$ cat src/smd_pkg.sv
// Shared constants, types and the glyph table of the seven-segment display driver.
package smd_pkg;

  localparam int BUFFER_DEPTH = 64;
  localparam int PWM_STEPS    = 10;
  localparam int DIGITS       = 4;
  localparam int GLYPH_COUNT  = 27;
  localparam int IDX_W        = $clog2(BUFFER_DEPTH);
  localparam int CALC_W       = 10;
  localparam int QDEPTH       = 4;
  localparam int QPTR_W       = $clog2(QDEPTH);
  localparam int QCNT_W       = $clog2(QDEPTH + 1);

  localparam logic [3:0] BRIGHT_RESET = 4'd10;
  localparam logic [7:0] DASH_CODE    = 8'd16;
  localparam logic [7:0] BLANK_CODE   = 8'hFF;
  localparam logic [7:0] DP_MASK      = 8'h80;

  localparam logic REQ_TICK  = 1'b0;
  localparam logic REQ_WRITE = 1'b1;

  localparam logic [1:0] VIEW_EDIT     = 2'd0;
  localparam logic [1:0] VIEW_COMPLETE = 2'd1;

  localparam logic [2:0] LED_FIXED_0 = 3'd0;
  localparam logic [2:0] LED_FIXED_1 = 3'd1;
  localparam logic [2:0] LED_FIXED_2 = 3'd2;
  localparam logic [2:0] LED_FIXED_3 = 3'd3;
  localparam logic [2:0] LED_PAIR_12 = 3'd4;
  localparam logic [2:0] LED_PAIR_23 = 3'd5;
  localparam logic [2:0] LED_PAIR_13 = 3'd6;

  localparam logic [7:0] GLYPH_ROM [GLYPH_COUNT] = '{
    8'h3F, 8'h06, 8'h5B, 8'h4F, 8'h66, 8'h6D, 8'h7D, 8'h07, 8'h7F, 8'h6F,
    8'h70, 8'h76, 8'h7C, 8'h39, 8'h50, 8'h1E, 8'h40, 8'h5C, 8'h5E, 8'h06,
    8'h54, 8'h71, 8'h73, 8'h77, 8'h78, 8'h20, 8'h79
  };

  typedef struct packed {
    logic [7:0] code;
    logic       dp;
    logic [1:0] digit;
    logic [1:0] led;
  } frame_t;

  typedef struct packed {
    logic   valid;
    frame_t frame;
  } frame_slot_t;

  typedef struct packed {
    logic [QCNT_W-1:0] count;
  } queue_status_t;

  function automatic logic [7:0] glyph(input logic [7:0] code, input logic dp);
    logic [7:0] seg;
    seg = 8'h00;
    if (code < 8'(GLYPH_COUNT)) begin
      seg = GLYPH_ROM[code[4:0]] | (dp ? DP_MASK : 8'h00);
    end
    return seg;
  endfunction

endpackage

$ cat src/smd_req_if.sv
// Request channel carrying buffer writes and refresh ticks.
interface smd_req_if;
  logic       valid;
  logic       ready;
  logic       req_type;
  logic [5:0] write_addr;
  logic [7:0] write_code;
  logic [6:0] text_length;
  logic [7:0] cursor_code;
  logic [1:0] view_mode;
  logic       hide_digits;
  logic [3:0] scroll_row;
  logic [2:0] led_pattern;

  modport source (
    output valid, req_type, write_addr, write_code, text_length, cursor_code,
           view_mode, hide_digits, scroll_row, led_pattern,
    input  ready
  );
  modport sink (
    input  valid, req_type, write_addr, write_code, text_length, cursor_code,
           view_mode, hide_digits, scroll_row, led_pattern,
    output ready
  );
endinterface

$ cat src/smd_frame_if.sv
// Frame channel carrying segment, digit and LED select values.
interface smd_frame_if;
  logic       valid;
  logic       ready;
  logic [7:0] segments;
  logic [1:0] digit_select;
  logic [1:0] led_select;

  modport source (output valid, segments, digit_select, led_select, input ready);
  modport sink (input valid, segments, digit_select, led_select, output ready);
endinterface

$ cat src/seven_segment_mux_display.sv
// Top level of the multiplexed seven-segment display driver with PWM dimming.
//
// Items arrive on req_i: a write item stores one glyph code in the character
// buffer, a tick item steps the PWM counter and, when the digit blanks or the
// next digit is lit, yields one frame on frm_o. The brightness register is
// written through cfg_we_i and cfg_wdata_i; the user must write it only while
// the block is idle, as the block itself does not enforce this. One item is
// accepted per cycle while req_i.ready is high. For a tick, the buffer is read
// at the edge that accepts it, the frame then enters the queue, and the glyph
// is rendered as the frame is loaded into the output register.
// A four-entry queue decouples the front end from the output register; when
// the receiver stalls, frames collect there and req_i.ready drops once the
// queue together with the frame in flight would fill it.
// Reset clears the PWM counter, digit index, blanking flag and LED phase and
// sets brightness to 10. The character buffer is not cleared: every position
// must be written before it is displayed.
module seven_segment_mux_display (
  input  logic       clk_i,
  input  logic       rst_ni,
  input  logic       cfg_we_i,
  input  logic [3:0] cfg_wdata_i,
  smd_req_if.sink    req_i,
  smd_frame_if.source frm_o
);

  smd_pkg::frame_slot_t   push;
  smd_pkg::frame_slot_t   head;
  smd_pkg::queue_status_t qstat;
  logic                   pop;

  smd_front u_front (
    .clk_i       (clk_i),
    .rst_ni      (rst_ni),
    .cfg_we_i    (cfg_we_i),
    .cfg_wdata_i (cfg_wdata_i),
    .req_i       (req_i),
    .qstat_i     (qstat),
    .push_o      (push)
  );

  smd_queue u_queue (
    .clk_i   (clk_i),
    .rst_ni  (rst_ni),
    .push_i  (push),
    .pop_i   (pop),
    .head_o  (head),
    .qstat_o (qstat)
  );

  smd_back u_back (
    .clk_i  (clk_i),
    .rst_ni (rst_ni),
    .head_i (head),
    .pop_o  (pop),
    .frm_o  (frm_o)
  );

`ifndef SYNTHESIS
  assert property (@(posedge clk_i) disable iff (!rst_ni)
    qstat.count <= smd_pkg::QCNT_W'(smd_pkg::QDEPTH))
    else $error("Frame queue holds more items than its depth.");

  assert property (@(posedge clk_i) disable iff (!rst_ni)
    push.valid |-> (qstat.count < smd_pkg::QCNT_W'(smd_pkg::QDEPTH)))
    else $error("Frame pushed into a full queue.");

  assert property (@(posedge clk_i) disable iff (!rst_ni)
    (req_i.valid && req_i.ready && req_i.req_type == smd_pkg::REQ_WRITE) |=> !push.valid)
    else $error("A buffer write produced a frame.");
`endif

endmodule

$ cat src/smd_ram.sv
// Generic single-write, single-read RAM with registered read data.
module smd_ram #(
  parameter int WIDTH = 8,
  parameter int DEPTH = 64
) (
  input  logic                     clk_i,
  input  logic                     we_i,
  input  logic [$clog2(DEPTH)-1:0] waddr_i,
  input  logic [WIDTH-1:0]         wdata_i,
  input  logic                     re_i,
  input  logic [$clog2(DEPTH)-1:0] raddr_i,
  output logic [WIDTH-1:0]         rdata_o
);

  logic [WIDTH-1:0] mem_q [DEPTH];

  always_ff @(posedge clk_i) begin
    if (we_i) begin
      mem_q[waddr_i] <= wdata_i;
    end
    if (re_i) begin
      rdata_o <= mem_q[raddr_i];
    end
  end

endmodule

$ cat src/smd_front.sv
// Front end: accepts items, steps the PWM counter, writes and reads the character buffer.
module smd_front (
  input  logic                 clk_i,
  input  logic                 rst_ni,
  input  logic                 cfg_we_i,
  input  logic [3:0]           cfg_wdata_i,
  smd_req_if.sink              req_i,
  input  smd_pkg::queue_status_t qstat_i,
  output smd_pkg::frame_slot_t push_o
);

  logic [3:0] brightness_q;
  logic [3:0] pwm_q, pwm_d;
  logic [1:0] digit_q, digit_d;
  logic       blank_q, blank_d;
  logic [1:0] led_q, led_d;

  logic       s1_valid_q;
  logic       s1_use_buf_q;
  logic [7:0] s1_code_q;
  logic       s1_dp_q;
  logic [1:0] s1_digit_q;
  logic [1:0] s1_led_q;

  logic [smd_pkg::QCNT_W:0] occupancy;
  logic accept, is_tick, is_write, event_hit, hit_bright, hit_end;
  logic addr_ok, use_buf, dp;
  logic [7:0] code;
  logic [smd_pkg::CALC_W-1:0] len_sat, len_ext, col_ext, sel, idx, waddr_ext;
  logic [7:0] rdata;

  assign occupancy = {1'b0, qstat_i.count} + {{smd_pkg::QCNT_W{1'b0}}, s1_valid_q};
  assign req_i.ready = occupancy < (smd_pkg::QCNT_W + 1)'(smd_pkg::QDEPTH);
  assign accept   = req_i.valid && req_i.ready;
  assign is_write = accept && (req_i.req_type == smd_pkg::REQ_WRITE);
  assign is_tick  = accept && (req_i.req_type == smd_pkg::REQ_TICK);

  assign waddr_ext = smd_pkg::CALC_W'(req_i.write_addr);
  assign addr_ok   = waddr_ext < smd_pkg::CALC_W'(smd_pkg::BUFFER_DEPTH);

  always_comb begin
    hit_bright = (pwm_q == brightness_q);
    hit_end    = (pwm_q == 4'(smd_pkg::PWM_STEPS));
    event_hit  = hit_bright || hit_end;
    blank_d    = blank_q;
    if (hit_bright) begin
      blank_d = 1'b1;
    end
    if (hit_end) begin
      blank_d = 1'b0;
      digit_d = digit_q + 2'd1;
      pwm_d   = 4'd0;
    end else begin
      digit_d = digit_q;
      pwm_d   = pwm_q + 4'd1;
    end
  end

  always_comb begin
    len_ext = smd_pkg::CALC_W'(req_i.text_length);
    len_sat = (len_ext > smd_pkg::CALC_W'(smd_pkg::BUFFER_DEPTH)) ?
              smd_pkg::CALC_W'(smd_pkg::BUFFER_DEPTH) : len_ext;
    col_ext = smd_pkg::CALC_W'(digit_d);
    use_buf = 1'b0;
    code    = smd_pkg::BLANK_CODE;
    dp      = 1'b0;
    sel     = '0;
    idx     = col_ext;
    if (!blank_d && req_i.view_mode == smd_pkg::VIEW_EDIT) begin
      if (len_sat >= smd_pkg::CALC_W'(smd_pkg::DIGITS - 1)) begin
        sel = smd_pkg::CALC_W'(smd_pkg::DIGITS - 1);
        idx = len_sat - smd_pkg::CALC_W'(smd_pkg::DIGITS - 1) + col_ext;
      end else begin
        sel = len_sat;
        idx = col_ext;
      end
      if (col_ext == sel) begin
        code = req_i.cursor_code;
        dp   = 1'b1;
      end else if (idx < len_sat) begin
        if (req_i.hide_digits) begin
          code = smd_pkg::DASH_CODE;
        end else begin
          use_buf = 1'b1;
        end
      end
    end else if (!blank_d && req_i.view_mode == smd_pkg::VIEW_COMPLETE) begin
      idx = col_ext + (smd_pkg::CALC_W'(req_i.scroll_row) << 2);
      if (idx < len_sat) begin
        use_buf = 1'b1;
      end
    end
  end

  always_comb begin
    case (req_i.led_pattern)
      smd_pkg::LED_FIXED_0, smd_pkg::LED_FIXED_1,
      smd_pkg::LED_FIXED_2, smd_pkg::LED_FIXED_3: begin
        led_d = req_i.led_pattern[1:0];
      end
      smd_pkg::LED_PAIR_12: begin
        led_d = {1'b0, digit_d[0]} + 2'd1;
      end
      smd_pkg::LED_PAIR_23: begin
        led_d = {1'b0, digit_d[0]} + 2'd2;
      end
      smd_pkg::LED_PAIR_13: begin
        led_d = (led_q == 2'd1) ? 2'd3 : 2'd1;
      end
      default: begin
        led_d = (led_q == 2'd3) ? 2'd1 : led_q + 2'd1;
      end
    endcase
  end

  smd_ram #(
    .WIDTH (8),
    .DEPTH (smd_pkg::BUFFER_DEPTH)
  ) u_buffer (
    .clk_i   (clk_i),
    .we_i    (is_write && addr_ok),
    .waddr_i (waddr_ext[smd_pkg::IDX_W-1:0]),
    .wdata_i (req_i.write_code),
    .re_i    (is_tick && event_hit && use_buf),
    .raddr_i (idx[smd_pkg::IDX_W-1:0]),
    .rdata_o (rdata)
  );

  always_ff @(posedge clk_i or negedge rst_ni) begin
    if (!rst_ni) begin
      brightness_q <= smd_pkg::BRIGHT_RESET;
      pwm_q        <= '0;
      digit_q      <= '0;
      blank_q      <= 1'b0;
      led_q        <= '0;
      s1_valid_q   <= 1'b0;
    end else begin
      if (cfg_we_i) begin
        brightness_q <= cfg_wdata_i;
      end
      s1_valid_q <= is_tick && event_hit;
      if (is_tick) begin
        pwm_q   <= pwm_d;
        digit_q <= digit_d;
        blank_q <= blank_d;
        if (event_hit) begin
          led_q <= led_d;
        end
      end
    end
  end

  always_ff @(posedge clk_i) begin
    if (is_tick && event_hit) begin
      s1_use_buf_q <= use_buf;
      s1_code_q    <= code;
      s1_dp_q      <= dp;
      s1_digit_q   <= digit_d;
      s1_led_q     <= led_d;
    end
  end

  assign push_o.valid       = s1_valid_q;
  assign push_o.frame.code  = s1_use_buf_q ? rdata : s1_code_q;
  assign push_o.frame.dp    = s1_dp_q;
  assign push_o.frame.digit = s1_digit_q;
  assign push_o.frame.led   = s1_led_q;

endmodule

$ cat src/smd_queue.sv
// Short frame queue between the front end and the output stage.
module smd_queue (
  input  logic                   clk_i,
  input  logic                   rst_ni,
  input  smd_pkg::frame_slot_t   push_i,
  input  logic                   pop_i,
  output smd_pkg::frame_slot_t   head_o,
  output smd_pkg::queue_status_t qstat_o
);

  smd_pkg::frame_t                mem_q [smd_pkg::QDEPTH];
  logic [smd_pkg::QPTR_W-1:0]     wr_ptr_q, rd_ptr_q;
  logic [smd_pkg::QCNT_W-1:0]     count_q;
  logic                           do_pop;

  assign do_pop = pop_i && (count_q != '0);

  always_ff @(posedge clk_i or negedge rst_ni) begin
    if (!rst_ni) begin
      wr_ptr_q <= '0;
      rd_ptr_q <= '0;
      count_q  <= '0;
    end else begin
      if (push_i.valid) begin
        wr_ptr_q <= wr_ptr_q + 1'b1;
      end
      if (do_pop) begin
        rd_ptr_q <= rd_ptr_q + 1'b1;
      end
      if (push_i.valid && !do_pop) begin
        count_q <= count_q + 1'b1;
      end else if (!push_i.valid && do_pop) begin
        count_q <= count_q - 1'b1;
      end
    end
  end

  always_ff @(posedge clk_i) begin
    if (push_i.valid) begin
      mem_q[wr_ptr_q] <= push_i.frame;
    end
  end

  assign head_o.valid   = count_q != '0;
  assign head_o.frame   = mem_q[rd_ptr_q];
  assign qstat_o.count  = count_q;

endmodule

$ cat src/smd_back.sv
// Output stage: renders the glyph and holds the frame until the receiver takes it.
module smd_back (
  input  logic                 clk_i,
  input  logic                 rst_ni,
  input  smd_pkg::frame_slot_t head_i,
  output logic                 pop_o,
  smd_frame_if.source          frm_o
);

  logic       out_valid_q;
  logic [7:0] seg_q;
  logic [1:0] digit_q;
  logic [1:0] led_q;
  logic       load;

  assign load  = head_i.valid && (!out_valid_q || frm_o.ready);
  assign pop_o = load;

  always_ff @(posedge clk_i or negedge rst_ni) begin
    if (!rst_ni) begin
      out_valid_q <= 1'b0;
    end else if (load) begin
      out_valid_q <= 1'b1;
    end else if (frm_o.ready) begin
      out_valid_q <= 1'b0;
    end
  end

  always_ff @(posedge clk_i) begin
    if (load) begin
      seg_q   <= smd_pkg::glyph(head_i.frame.code, head_i.frame.dp);
      digit_q <= head_i.frame.digit;
      led_q   <= head_i.frame.led;
    end
  end

  assign frm_o.valid        = out_valid_q;
  assign frm_o.segments     = seg_q;
  assign frm_o.digit_select = digit_q;
  assign frm_o.led_select   = led_q;

endmodule

$ cat src/flat_wrapper.sv
// flat-port wrapper written by rule: the top's interface ports become plain ports
module seven_segment_mux_display_flat 
  (clk_i, rst_ni, cfg_we_i, cfg_wdata_i, req_i_valid, req_i_req_type, req_i_write_addr, req_i_write_code, req_i_text_length, req_i_cursor_code, req_i_view_mode, req_i_hide_digits, req_i_scroll_row, req_i_led_pattern, req_i_ready, frm_o_valid, frm_o_segments, frm_o_digit_select, frm_o_led_select, frm_o_ready);
  smd_req_if req_i_i ();
  smd_frame_if frm_o_i ();
  input  logic clk_i;
  input  logic rst_ni;
  input  logic cfg_we_i;
  input  logic [3:0] cfg_wdata_i;
  input wire logic [$bits(req_i_i.valid)-1:0] req_i_valid;
  input wire logic [$bits(req_i_i.req_type)-1:0] req_i_req_type;
  input wire logic [$bits(req_i_i.write_addr)-1:0] req_i_write_addr;
  input wire logic [$bits(req_i_i.write_code)-1:0] req_i_write_code;
  input wire logic [$bits(req_i_i.text_length)-1:0] req_i_text_length;
  input wire logic [$bits(req_i_i.cursor_code)-1:0] req_i_cursor_code;
  input wire logic [$bits(req_i_i.view_mode)-1:0] req_i_view_mode;
  input wire logic [$bits(req_i_i.hide_digits)-1:0] req_i_hide_digits;
  input wire logic [$bits(req_i_i.scroll_row)-1:0] req_i_scroll_row;
  input wire logic [$bits(req_i_i.led_pattern)-1:0] req_i_led_pattern;
  output wire logic [$bits(req_i_i.ready)-1:0] req_i_ready;
  output wire logic [$bits(frm_o_i.valid)-1:0] frm_o_valid;
  output wire logic [$bits(frm_o_i.segments)-1:0] frm_o_segments;
  output wire logic [$bits(frm_o_i.digit_select)-1:0] frm_o_digit_select;
  output wire logic [$bits(frm_o_i.led_select)-1:0] frm_o_led_select;
  input wire logic [$bits(frm_o_i.ready)-1:0] frm_o_ready;
  assign req_i_i.valid = req_i_valid;
  assign req_i_i.req_type = req_i_req_type;
  assign req_i_i.write_addr = req_i_write_addr;
  assign req_i_i.write_code = req_i_write_code;
  assign req_i_i.text_length = req_i_text_length;
  assign req_i_i.cursor_code = req_i_cursor_code;
  assign req_i_i.view_mode = req_i_view_mode;
  assign req_i_i.hide_digits = req_i_hide_digits;
  assign req_i_i.scroll_row = req_i_scroll_row;
  assign req_i_i.led_pattern = req_i_led_pattern;
  assign req_i_ready = req_i_i.ready;
  assign frm_o_valid = frm_o_i.valid;
  assign frm_o_segments = frm_o_i.segments;
  assign frm_o_digit_select = frm_o_i.digit_select;
  assign frm_o_led_select = frm_o_i.led_select;
  assign frm_o_i.ready = frm_o_ready;
  seven_segment_mux_display u_core (.clk_i(clk_i), .rst_ni(rst_ni), .cfg_we_i(cfg_we_i), .cfg_wdata_i(cfg_wdata_i), .req_i(req_i_i), .frm_o(frm_o_i));
endmodule
$ cat config.mk
export PLATFORM = sky130hd
export DESIGN_NAME = seven_segment_mux_display_flat
export DESIGN_NICKNAME = d
export VERILOG_FILES = /design/src/smd_pkg.sv /design/src/smd_req_if.sv /design/src/smd_frame_if.sv /design/src/seven_segment_mux_display.sv /design/src/smd_ram.sv /design/src/smd_front.sv /design/src/smd_queue.sv /design/src/smd_back.sv /design/src/flat_wrapper.sv
export SDC_FILE = /design/constraint.sdc
export NUM_CORES = 1
export LEC_CHECK = 0
export ABC_AREA = 1
export ABC_CLOCK_PERIOD_IN_PS = 4050
export BUFFER_PORTS_ARGS = -buffer_cell sky130_fd_sc_hd__buf_4
export CAP_MARGIN = 30
export CORE_UTILIZATION = 25
export DETAILED_ROUTE_END_ITERATION = 12
export PLACE_DENSITY = 0.5
export SYNTH_ARGS = -nofsm -noshare
export SYNTH_HDL_FRONTEND = slang
export SYNTH_SLANG_ARGS = --single-unit
$ cat constraint.sdc
create_clock -name clk_i -period 4.05 [get_ports clk_i]
set_input_delay 0.81 -clock clk_i [delete_from_list [all_inputs] [get_ports clk_i]]
set_output_delay 0.81 -clock clk_i [all_outputs]
set_load 0.005 [all_outputs]
# == Yosys cells after proc, flatten, opt, wreduce, memory -nomap -nowiden ==
# Memories as Yosys holds them, arrays and structs flattened. A register that Yosys moved wholly into a read port is not among the register bits.
# Cells that the tools add are included.
# totals
ff_bits,48
ramBits,564
mem_bits_ro,256
inputBits,49
output_inout_bits,14
word_cells,118
n_memories,3
# op_classes
addsub,13
order_cmp,8
eq_ne,12
muxes,36
bitwise_logic,3
n_reduce_logical,25
# memory_table
memory,words,word_bits,rd,rd_clocked_by_memory_dff,write_ports,line,source
u_core.u_front.u_buffer.mem_q,64,8,1,1,1,smd_ram.sv:15,logic [WIDTH-1:0] mem_q [DEPTH];
(name not given),32,8,1,0,0,smd_pkg.sv:59,seg = GLYPH_ROM[code[4:0]] | (dp ? DP_MASK : 8'h00);
u_core.u_queue.mem_q,4,13,1,0,1,smd_queue.sv:11,smd_pkg::frame_t mem_q [smd_pkg::QDEPTH];
# ops
op,count
$mux 8,7
$mux 10,3
$mux 1,15
$mux 7,2
$logic_and 1x1->1,12
$mux 6,2
$eq 2x10->1,1
$lt 10x7->1,1
$add 8x3->9,1
$eq 3x3->1 const B,3
$add 2x1->2 const B,4
$lt 8x5->1 const B,1
$or 8x8->8,1
$pmux 2 s4,1
$sub 7x2->8 const B,1
$add 2x6->7,1
$ge 7x2->1 const B,1
$gt 7x7->1 const B,1
$lt 6x7->1 const B,1
$lt 7x7->1,1
$eq 3x2->1 const B,2
$ge 6x6->1 const B,1
$mux 2,3
$mux 3,2
23 further kinds,29

# == Longest topological paths before layout ==
# Gate-level depths: netlist of the first run.
# depth
word_depth,11
mapped_depth,23
depth_no_buf,23

# == By module ==
# From an unflattened synthesis of the first run, not the netlist that was laid out.
# unflattened
hier_cells,2421
area_unflattened_um2,27144.8
# by_module_without_submodules
mod,n_inst,cells_each,area_per_inst_um2,seq_area_each_um2
smd_ram,1,1805,21419.3,15615.0
smd_queue,1,205,2519.9,1736.7
smd_front,1,312,2293.4,773.2
smd_back,1,99,912.1,385.4

# == Worst setup path after synthesis of the first run ==
# Ideal clock, no wire load.
# synth_timing
kind,input-to-reg
start,input port req_i_text_length[4]
end,"register u_core.u_front.u_buffer.rdata_o[0] (read register of u_core.u_front.u_buffer.mem_q), enable pin"
setup_time_ns,0.385
t_arrival_ns,3.906
required_ns,3.665
slack_ns,-0.241
stages,21
n_path_buf,0
cell_sequence,nor2_1 > nand3_1 > nand2_2 > nand2_1 > inv_1 > ha_1 > fa_1 > nand3_1 > inv_1 > nand2_1 > nand2_1 > nand3_1 > inv_1 > ha_1 > nand2_1 > nor2_1 > a211oi_1 > a21boi_1 > nor3_1 > nand2_1 > a21boi_0
# synth_between
elab_chain_cells,11
elab_cells_between_ends,19
classes_between,2 x add/sub; 4 x order compare; 1 x eq/ne; 11 x mux; 1 x reduce/logical
# synth_rtl
element,line,source
from (decl),flat_wrapper.sv:14,input wire logic [$bits(req_i_i.text_length)-1:0] req_i_text_length;
$gt 7x7->1,smd_front.sv:61,len_sat = (len_ext > smd_pkg::CALC_W'(smd_pkg::BUFFER_DEPTH)) ?
$mux 7 (*),smd_front.sv:61,
$sub 7x2->8,smd_front.sv:72,idx = len_sat - smd_pkg::CALC_W'(smd_pkg::DIGITS - 1) + col_ext;
$add 8x3->9,smd_front.sv:72,
$mux 10,smd_front.sv:70,if (len_sat >= smd_pkg::CALC_W'(smd_pkg::DIGITS - 1)) begin
$mux 10,smd_front.sv:69,if (!blank_d && req_i.view_mode == smd_pkg::VIEW_EDIT) begin
$lt 10x7->1,smd_front.sv:80,end else if (idx < len_sat) begin
$mux 1,smd_front.sv:80,
$mux 1,smd_front.sv:77,if (col_ext == sel) begin
$mux 1 (*),smd_front.sv:69,
$logic_and 1x1->1 (*),smd_front.sv:124,".re_i (is_tick && event_hit && use_buf),"
via u_core.u_front.u_buffer.re_i,smd_ram.sv:10,"input logic re_i,"
to (decl),smd_ram.sv:12,output logic [WIDTH-1:0] rdata_o
# Mark *: on every way through the listed nets, which the timed path passes. The rest lies on a longest branch. The select of a mux whose other input is x is not followed.
# A chain may end at the register's enable or synchronous reset.

# == Final worst setup path of the first run ==
# layout_timing
start,register u_core.u_front.pwm_q[1]
end,"register u_core.u_front.u_buffer.rdata_o[3] (read register of u_core.u_front.u_buffer.mem_q), enable pin"
# layout_between
elab_chain_cells,10
elab_cells_between_ends,25
classes_between,2 x add/sub; 2 x order compare; 3 x eq/ne; 12 x mux; 6 x reduce/logical
# layout_rtl
element,line,source
from (decl),smd_front.sv:13,"logic [3:0] pwm_q, pwm_d;"
from (signal assigned),smd_front.sv:143,pwm_q <= pwm_d;
$eq 4x4->1 (*),smd_front.sv:43,hit_end = (pwm_q == 4'(smd_pkg::PWM_STEPS));
$mux 2 (*),smd_front.sv:49,if (hit_end) begin
via u_core.u_front.digit_d[0],smd_front.sv:14,"logic [1:0] digit_q, digit_d;"
$add 8x3->9,smd_front.sv:72,
$mux 10,smd_front.sv:70,
$mux 10,smd_front.sv:69,
$lt 10x7->1,smd_front.sv:80,
$mux 1,smd_front.sv:80,
$mux 1,smd_front.sv:77,
$mux 1 (*),smd_front.sv:69,
$logic_and 1x1->1 (*),smd_front.sv:124,
via u_core.u_front.u_buffer.re_i,smd_ram.sv:10,
# Marks and branches as above.

==> results of run 1 <==
[per-stage QoR]
| step | hold slack (ps) | utilization [%] | setup TNS [ps] |
|---|---|---|---|
| 6_report | 99.6 | 30.1 | 0 |
| 5_1_grt | 97.1 | 30.1 | 0 |
| 4_1_cts | 79.0 | 30.1 | 0 |
| 3_5_place_dp | 480 | 28.2 | -2610 |
| 3_3_place_gp | 470 | 28.2 | -2550 |
| 2_1_floorplan | 453 | - | 0 |
[cell families (layout without fill, tap and decap cells)]
logic type               count (synthesis)  after routing
XOR/XNOR                                11             11
multiplexers                            10             10
AND/OR/NAND/NOR                       1334           1334
AO/OA/AOI/OAI                           93             93
flip-flops                             620            620
buffers and inverters                  670            882
adder cells (fa/ha/maj)                 30             30
[placed cells by master, fill, tap and decap left out, types with 25 or more instances in the layout]
| cell | count |
|---|---|
| nand2_1 | 617 |
| clkbuf_16 | 71 |
| o21ai_0 | 30 |
| ha_1 | 28 |
| nor2_1 | 115 |
| a21oi_1 | 25 |
| inv_1 | 547 |
| buf_4 | 188 |
| nand3_1 | 570 |
| edfxtp_1 | 598 |
[what timing repair did]
item | 4_1_cts | 5_1_grt
setup buffers | 0 | 0
gates resized for setup | 0 | 1
endpoints found under the setup margin | 0 | 15
[per-layer routing]
| metal | track usage (%) | routed length, um | vias to the layer above |
|---|---|---|---|
| met1 | 18.8 | 35900 | 9141 |
| li1 | - | - | 9407 |
| met3 | 2.28 | 4130 | 107 |
| met2 | 21.6 | 34700 | 467 |
| met5 | 0 | 9 | - |
| met4 | 3.70 | 1760 | 2 |
[flip-flops by register name (all words and copies together) (netlist names)]
register,count
u_core.u_front.u_buffer.mem_q,512
u_core.u_queue.mem_q,52
u_core.u_back.frm_o.segments,8
u_core.u_front.s1_code_q,8
u_core.u_front.u_buffer.rdata_o,8
u_core.u_front.brightness_q,4
u_core.u_front.pwm_q,4
u_core.u_queue.qstat_o,3
u_core.u_back.frm_o.digit_select,2
u_core.u_back.frm_o.led_select,2
u_core.u_front.digit_q,2
u_core.u_front.led_q,2
u_core.u_front.s1_digit_q,2
u_core.u_front.s1_led_q,2
u_core.u_queue.rd_ptr_q,2
u_core.u_queue.wr_ptr_q,2
u_core.u_back.frm_o.valid,1
u_core.u_front.blank_q,1
u_core.u_front.s1_dp_q,1
u_core.u_front.s1_use_buf_q,1
u_core.u_front.s1_valid_q,1
[power by group through the flow]
stage | clock [W] | combinational (W) | sequential, W
finish | 0.00591 | 0.00764 | 0.00744
global route | 0.00630 | 0.00846 | 0.00747
CTS | 0.00606 | 0.00774 | 0.00744
global placement | 0 | 0.00771 | 0.00757
floorplan | 0 | 0.00474 | 0.00752
detailed placement | 0 | 0.00771 | 0.00757
[worst max-delay path by stage]
stage	cells past startpoint	start	to	slack [ps]
final	23	u_core.u_front.pwm_q[1]	u_core.u_front.u_buffer.rdata_o[3]	450
after global routing	21	u_core.u_front.pwm_q[1]	u_core.u_front.s1_code_q[7]	40
after CTS	20	u_core.u_front.pwm_q[0]	u_core.u_front.u_buffer.rdata_o[5]	360
after detailed placement	22	req_i_text_length[4]	u_core.u_front.u_buffer.rdata_o[7]	-200
after global placement	22	req_i_text_length[0]	u_core.u_front.u_buffer.rdata_o[0]	-190
after floorplan	21	req_i_text_length[4]	u_core.u_front.u_buffer.rdata_o[0]	130
[layout make-up]
cell class / instances / share of cell area, %
inverter: 552 / 6.19
timing repair buffer: 210 / 5.54
clock inverter: 31 / 0.670
tap: 1488 / 5.57
multi-input combinational: 1478 / 21.2
sequential: 620 / 55.3
clock buffer: 89 / 5.54
==> impl_metrics.ini, run 1 <==
[global_route]
grt.total_usage_pct = 13.5
grt_max_degree = 65
antenna_found_initial = 1
grt_pass1_vias = 18500
grt_pass1_wl_um = 116000
overflow = 0

[worst_setup_path]
cp_cell_sequence = inv_2 -> nor2_4 -> nand2_4 -> nand2_1 -> nand2_2 -> inv_1 -> ha_1 -> fa_1 -> nand3_1 -> inv_1 -> nand2_1 -> nand2_1 -> nand3_1 -> inv_1 -> ha_1 -> nand2_1 -> nor2_1 -> a211oi_1 -> a21boi_1 -> nor3_2 -> nand2_1 -> a21boi_2 -> buf_12
cp_top_family = simple AND/OR/NAND/NOR gates
rr_worst_depth = 23
path_common_cell = nand2_1
worstPathRequired_ps = 4380
crit_type = reg -> reg
crit_arrival_ps = 3940
cp-end-kind = flip-flop
r2r_slack_ps = 450
reg2reg_to = u_core.u_front.u_buffer.rdata_o[3]
cp-start-kind = flip-flop
cp_num_buf_inv = 5
worstReg2RegStart = u_core.u_front.pwm_q[1]
critPathSlowestCell = dfrtp_1
crit_fanout = 8
max_stage_delay_ps = 420

[pwr]
power_switching_w = 0.00784
swShare_pct = 37.4
p_clk_share_pct = 28.1
powerDensity_mw_per_mm2 = 627
p_seq_share_pct = 35.4
p_leak_nw = 13.8
p_total_w = 0.0210
power_frac_comb_pct = 36.4
power.internal_w = 0.0131
ir_drop_v = 0.000420

[flow_run]
cap_violations = 0

[synthesis]
syn_inst = 2768
synthArstFlopShare_pct = 3.55
synth_most_common_cell = nand2_1
postSynthAreaPerCell_um2 = 10.2
synth_cell_types = 50
synth-seq-cells = 620
synth.area.mux_share_pct = 0.399
synth.largest_area_cell = edfxtp_1
synth_xor_area_share_pct = 0.342
synth_top_family_by_area = simple AND/OR/NAND/NOR gates
synth_fa_ha_area_share_pct = 1.38
synth-compound-area-share_pct = 2.04
synth_edf_count = 598
syn-num-nets = 2847
synth-simple-area-share_pct = 20.7
synth_area_leaders = edfxtp_1 64%, nand3_1 10%, nand2_1 8.2%
synth_top_area_share_pct = 63.7
synth_common_cells = 619 x nand2_1, 598 x edfxtp_1, 571 x nand3_1, 547 x inv_1, 115 x nor2_1
yosysWarningCount = 0
yosysSeqAreaShare_pct = 65.6
synth_area_mm2 = 0.0282
synth_ff_type = edfxtp_1

[run_status]
outcome = completed

[cts]
clock_latency_ps = 620
cts_hold_buffers = 0
path_clk_slew_ps = 60
clock_path_buffers = 3
cts_inserted_buffers = 68
cts-htree-levels = 3
cts_root_buf = clkbuf_16
cts_tree = done
clock_sinks = 620

[sta]
setup_viol = 0
tightest_slew_ps = 990
hold_violations = 0
finClkSkew_ps = 30.0
max_freq_ghz = 0.277
slew_headroom_pct = 34.0
worst_slack_ps = 445
period_share_pct = 89.0
rsz0062_at_grt = no
drv_slew = 0
finalCriticalPeriod_ps = 3600

[floorplanning]
rows = 122
die_h_um = 338
core_area_mm2 = 0.111
io_pins = 63
die_area_mm2 = 0.114
start_util_pct = 25.3
die_w_um = 338

[place]
place_inst = 4348
dp_worst_setup_slack_ps = -200
place_area_mm2 = 0.0314
hpwlAfterDp_um = 47800
port_buffers = 62
gp_congestion = 0.840

[drt]
drt_first_pass_iters = 6
postRouteAntennaNets = 0
first_iter_violations = 1500
routed_wirelength_um = 76500
viasPerCell = 4.28
wire_per_inst_um = 17.1
route.detailed.drc = 0
num_vias = 19100

[finish]
drive_gt1_share_pct = 11.4
multiInputGateArea_mm2 = 0.00708
nets = 3009
seq_area_mm2 = 0.0185
n_antenna_cell = 0
area_growth_pct = 18.6
fin_area_mm2 = 0.0335
instances_no_fill = 4468
fillers = 11500

[hold_path]
min_path_type = in -> async
Power figures use the tool's default switching activity.
==> run 2: changes to the inputs <==
CORE_ASPECT_RATIO = 0.5   (was unset)
==> run 2 against run 1 <==
Effect of this change: die area is essentially flat; critical path depth stayed put; register-to-register slack got worse by 95 ps; critical endpoint is now u_core.u_front.u_buffer.rdata_o[1]; worst setup slack worse by 100 ps; combinational power grew 0.8%; clock-buffer cell count is 2 lower.
==> impl_metrics.ini, run 2 (synthesized netlist as in run 1, its figures left out) <==
[global_route]
grt_pass1_vias = 18400
grt.total_usage_pct = 13.3
grt_max_degree = 65
grt_pass1_wl_um = 115000
antenna_found_initial = 0
overflow = 0

[drt]
route.detailed.drc = 0
first_iter_violations = 1498
drt_first_pass_iters = 5
postRouteAntennaNets = 0
wire_per_inst_um = 16.9
num_vias = 19400
routed_wirelength_um = 76200
viasPerCell = 4.30

[finish]
regMostFlops = u_core.u_front.u_buffer.mem_q
final_common_cell = nand2_1
fin_area_mm2 = 0.0338
nets = 3046
n_antenna_cell = 0
largest_reg_flops = 512
layout_common_cells = 617 x nand2_1, 598 x edfxtp_1, 570 x nand3_1
top_regs = u_core.u_front.u_buffer.mem_q x512, u_core.u_queue.mem_q x52
drive_gt1_share_pct = 12.6
fillers = 11300
area_growth_pct = 19.9

[floorplanning]
die_h_um = 240
rows = 86
core_area_mm2 = 0.111
start_util_pct = 25.4
die_w_um = 477
die_area_mm2 = 0.114
io_pins = 63

[worst_setup_path]
rr_worst_depth = 21
critPathSlowestCell = ha_1
cp-start-kind = input port
max_stage_delay_ps = 300
crit_arrival_ps = 4040
crit_fanout = 8
worstReg2RegStart = u_core.u_front.pwm_q[1]
cp-end-kind = flip-flop
reg2reg_to = u_core.u_front.u_buffer.rdata_o[1]
crit_type = in -> reg
worstPathRequired_ps = 4380
cp_cell_sequence = buf_4 -> nor2_4 -> buf_4 -> nand3_1 -> nand2_2 -> nand2_1 -> inv_1 -> ha_1 -> ha_1 -> a21oi_1 -> nor2_2 -> nand3_1 -> o21ai_1 -> a21oi_2 -> ha_1 -> nand2_1 -> nor2_1 -> a211oi_1 -> a21boi_1 -> nor3_2 -> nand2_1 -> a21boi_2 -> buf_12
r2r_slack_ps = 350

[place]
place_area_mm2 = 0.0317
port_buffers = 62
hpwlAfterDp_um = 47700
gp_congestion = 0.823

[sta]
finalCriticalPeriod_ps = 3710
hold_violations = 0
rsz0062_at_grt = no
period_share_pct = 91.5
max_freq_ghz = 0.270
hold_slack_ps = 85.4
tightest_slew_ps = 941
drv_slew = 0
finClkSkew_ps = 21.1
slew_headroom_pct = 37.3
setup_viol = 0

[pwr]
p_total_w = 0.0211
powerDensity_mw_per_mm2 = 623
ir_drop_v = 0.000325
p_leak_nw = 14.0

[cts]
cts_tree = done
cts_root_buf = clkbuf_16
clock_sinks = 620
clock_path_buffers = 3
path_clk_slew_ps = 60
cts-htree-levels = 3
clock_latency_ps = 630
cts_inserted_buffers = 66

[flow_run]
cap_violations = 0

[hold_path]
min_path_type = in -> async

[run_status]
outcome = completed
run 2: power breakdown:
part	switching [W]	total [W]	leakage, nW	internal, W
registers	0.000142	0.00744	5.65	0.00729
logic	0.00507	0.00770	7.37	0.00262
clock network	0.00252	0.00592	1.01	0.00340
total	0.00774	0.0211	14.0	0.0133
run 2: worst max-delay path, delay by kind of cell:
family          cells  cell delay, ps
simple gates       10            1090
fa+ha+maj           3             860
compound gates      6             790
buf+inv             4             470
run 2: final cells by class:
cell class / instances / area, um2 / share of cell area (%)
multi-input cells: 1478 / 7100 / 21.0
flip-flops and latches: 620 / 18500 / 54.7
clock inverters: 31 / 273 / 0.807
inverters: 552 / 2070 / 6.13
repair buffers: 249 / 2180 / 6.45
well taps: 1496 / 1870 / 5.54
clock buffers: 87 / 1800 / 5.34
run 2: layer usage:
layer	global-route usage [%]	part of all wire, %
met5	0	0
met4	3.91	2.5
met3	1.87	4.3
met2	21.7	46
met1	18.2	47
run 2: per-stage QoR:
stage	utilization [%]	instances	setup WS [ps]	setup TNS (ps)
3_3_place_gp	28.6	4395	-522	-10000
4_1_cts	30.5	4513	87.3	0
6_report	30.5	4513	344	0
2_1_floorplan	-	2768	126	0
5_1_grt	30.5	4513	37.0	0
3_5_place_dp	28.6	4395	-579	-11260
run 2: timing repair:
action	in CTS	in global routing
hold endpoints to repair	0	0
hold buffers	0	0
buffers inserted	0	0
setup endpoints to repair	0	15
gates resized for setup	0	7
run 2: worst max-delay path by stage:
stage | from | end | slack (ps) | depth (start not counted)
6_report | req_i_text_length[0] | u_core.u_front.u_buffer.rdata_o[1] | 340 | 23
5_1_grt | req_i_text_length[0] | u_core.u_front.u_buffer.rdata_o[1] | 40 | 23
4_1_cts | req_i_text_length[0] | u_core.u_front.u_buffer.rdata_o[1] | 90 | 23
3_5_place_dp | req_i_text_length[0] | u_core.u_front.u_buffer.rdata_o[0] | -580 | 23
3_3_place_gp | req_i_text_length[0] | u_core.u_front.u_buffer.rdata_o[6] | -520 | 23
2_1_floorplan | req_i_text_length[4] | u_core.u_front.u_buffer.rdata_o[0] | 130 | 21
==> run 3: changes to the inputs <==
CORE_UTILIZATION = 34   (was 25)
PLACE_DENSITY = 0.6   (was 0.5)
SYNTH_HIERARCHICAL = 1   (was unset)
==> run 3 against run 2 <==
Effect of this change: sequential share of layout area rose by 5.2 points; non-clock buffer count is 72 lower; largest power group unchanged; register-to-register slack is essentially flat; hold slack got worse by 11 ps; clock power is 11% lower; combinational power up 14%.
==> impl_metrics.ini, run 3 <==
[cts]
post_cts_buffers = 0
clock_sinks = 620
cts-htree-levels = 2
clock_path_buffers = 3
cts_inserted_buffers = 57
cts_hold_buffers = 0
path_clk_slew_ps = 70
cts_resized = 0
clock_latency_ps = 630
cts_tree = done
cts_root_buf = clkbuf_16

[floorplanning]
die_w_um = 402
die_area_mm2 = 0.0810
die_h_um = 202
start_util_pct = 34.8
core_area_mm2 = 0.0781
io_pins = 63
rows = 72

[synthesis]
synth_edf_count = 598
postSynthAreaPerCell_um2 = 11.2
syn_inst = 2421
syn-num-nets = 2501
synthArstFlopShare_pct = 3.55
synth-seq-cells = 620
synth_area_leaders = edfxtp_1 66%, nand2_1 11%, nand3_1 8.7%
yosysWarningCount = 6
synth_area_mm2 = 0.0271
yosysSeqAreaShare_pct = 68.2
synth_top_area_share_pct = 66.2
synth_common_cells = 824 x nand2_1, 598 x edfxtp_1, 472 x nand3_1, 96 x inv_1, 88 x nor2_1
synth.largest_area_cell = edfxtp_1
synth_ff_type = edfxtp_1
synth_cell_types = 49
synth_most_common_cell = nand2_1

[drt]
first_iter_violations = 1542
viasPerCell = 4.99
postRouteAntennaNets = 0
wire_per_inst_um = 18.6
routed_wirelength_um = 67000
route.detailed.drc = 0
num_vias = 18000
drt_first_pass_iters = 5

[global_route]
grt.total_usage_pct = 16.4
grtUsageMet3_pct = 2.59
busiest_layer = met2
antenna_found_initial = 0
grt_max_degree = 65
use_met1_pct = 22.8
use_met2_pct = 26.5
grt_pass1_vias = 17100
grt_pass1_wl_um = 102000
overflow = 0

[sta]
worst_slack_ps = 348
rsz0062_at_grt = no
drv_slew = 0
max_freq_ghz = 0.270
setup_viol = 0
tightest_slew_ps = 859
slew_headroom_pct = 42.7
setup_tns_ps = 0
period_share_pct = 91.4
finClkSkew_ps = 29.7
hold_violations = 0
finalCriticalPeriod_ps = 3700

[pwr]
p_leak_nw = 11.6
p_total_w = 0.0214
powerDensity_mw_per_mm2 = 694
ir_drop_v = 0.000380

[worst_setup_path]
worstReg2RegStart = u_core/u_front/pwm_q[3]
cp_cell_sequence = inv_1 -> nor2_4 -> nand3_1 -> nand2_2 -> inv_2 -> ha_1 -> fa_1 -> nand2_1 -> o21ai_0 -> nand2_1 -> o21ai_4 -> buf_12 -> buf_4 -> nand3_1 -> nand3_1 -> nand2_1 -> nand2_1 -> nand3_1 -> nand3_1 -> nand2_1
worstPathRequired_ps = 4430
rr_worst_depth = 20
r2r_slack_ps = 350
crit_type = reg -> reg
cp-start-kind = flip-flop
cp-end-kind = flip-flop
crit_arrival_ps = 4080
reg2reg_to = u_core/u_front/u_buffer/rdata_o[5]
critPathSlowestCell = fa_1
crit_fanout = 44
max_stage_delay_ps = 500

[finish]
regMostFlops = u_core/u_front/u_buffer/mem_q
n_antenna_cell = 0
largest_reg_flops = 512
fin_area_mm2 = 0.0309
drive_gt1_share_pct = 12.3
area_growth_pct = 13.8
final_common_cell = nand2_1
nets = 2610
layout_common_cells = 824 x nand2_1, 598 x edfxtp_1, 472 x nand3_1
top_regs = u_core/u_front/u_buffer/mem_q x512, u_core/u_queue/mem_q x52
fillers = 7398

[flow_run]
cap_violations = 0

[place]
port_buffers = 62
gp_congestion = 0.845
place_area_mm2 = 0.0291
dp_worst_setup_slack_ps = -84.2
hpwlAfterDp_um = 41100

[hold_path]
min_path_type = in -> async

[run_status]
outcome = completed
-- run 3: changes by cell type after synthesis, moves of 14 or more --
cell	before	now
nand4_1	1	15
buf_6	2	44
o21ai_0	30	16
nand3_1	571	472
nand2_1	619	824
inv_1	547	96
o211ai_1	1	26
nor2_1	115	88
buf_2	69	37
-- run 3: worst max-delay path by stage --
stage / from / end / cells after the start
2_1_floorplan: req_i_text_length[2] / u_core/u_front/u_buffer/rdata_o[0] / 22
5_1_grt: u_core/u_front/pwm_q[3] / u_core/u_front/u_buffer/rdata_o[0] / 22
3_5_place_dp: req_i_text_length[0] / u_core/u_front/u_buffer/rdata_o[6] / 24
6_report: u_core/u_front/pwm_q[3] / u_core/u_front/u_buffer/rdata_o[5] / 20
3_3_place_gp: req_i_text_length[0] / u_core/u_front/u_buffer/rdata_o[1] / 24
4_1_cts: u_core/u_front/pwm_q[3] / u_core/u_front/u_buffer/rdata_o[6] / 21
-- run 3: area by class of cell --
class | instances | area [um2] | share of cell area (%)
clock buffer | 69 | 1490 | 4.83
clock inverter | 34 | 292 | 0.944
inverter | 109 | 422 | 1.37
multi-input combinational | 1565 | 7320 | 23.7
sequential | 620 | 18500 | 59.9
tap | 1036 | 1300 | 4.20
timing repair buffer | 177 | 1540 | 4.99
-- run 3: worst max-delay path: cells and delay by family (launching register included) --
family | cells | cell delay (ps)
simple gates | 12 | 1370
compound gates | 2 | 270
fa+ha+maj | 2 | 730
flops | 1 | 400
buf+inv | 4 | 640
-- run 3: report_power, final --
part / leakage, nW / internal (W) / switching, W / total [W]
clock: 0.868 / 0.00288 / 0.00237 / 0.00525
sequential: 5.65 / 0.00729 / 0.000112 / 0.00740
combinational: 5.07 / 0.00279 / 0.00599 / 0.00878
total: 11.6 / 0.0130 / 0.00848 / 0.0214
-- run 3: kinds of logic after synthesis --
logic type      count (synthesis)  share of synthesized area [%]
flops                         620                           68.2
compound gates                 85                           2.08
xor+xnor                        4                          0.157
buf+inv                       236                           5.01
fa+ha+maj                      31                           1.48
mux                             8                          0.332
simple gates                 1437                           22.7
-- run 3: through the flow --
stage / hold slack, ps / std cells / util, %
after floorplan: 453 / 2421 / -
after CTS: 53.3 / 3610 / 39.5
after global placement: 467 / 3507 / 37.2
after global routing: 84.6 / 3610 / 39.5
final: 74.5 / 3610 / 39.5
after detailed placement: 473 / 3507 / 37.2
-- run 3: metal layers --
| layer | routed length [um] | up-vias |
|---|---|---|
| met1 | 29500 | 8748 |
| met2 | 31700 | 555 |
| met4 | 1380 | 0 |
| met3 | 4400 | 99 |
| met5 | 0 | - |
| li1 | - | 8611 |
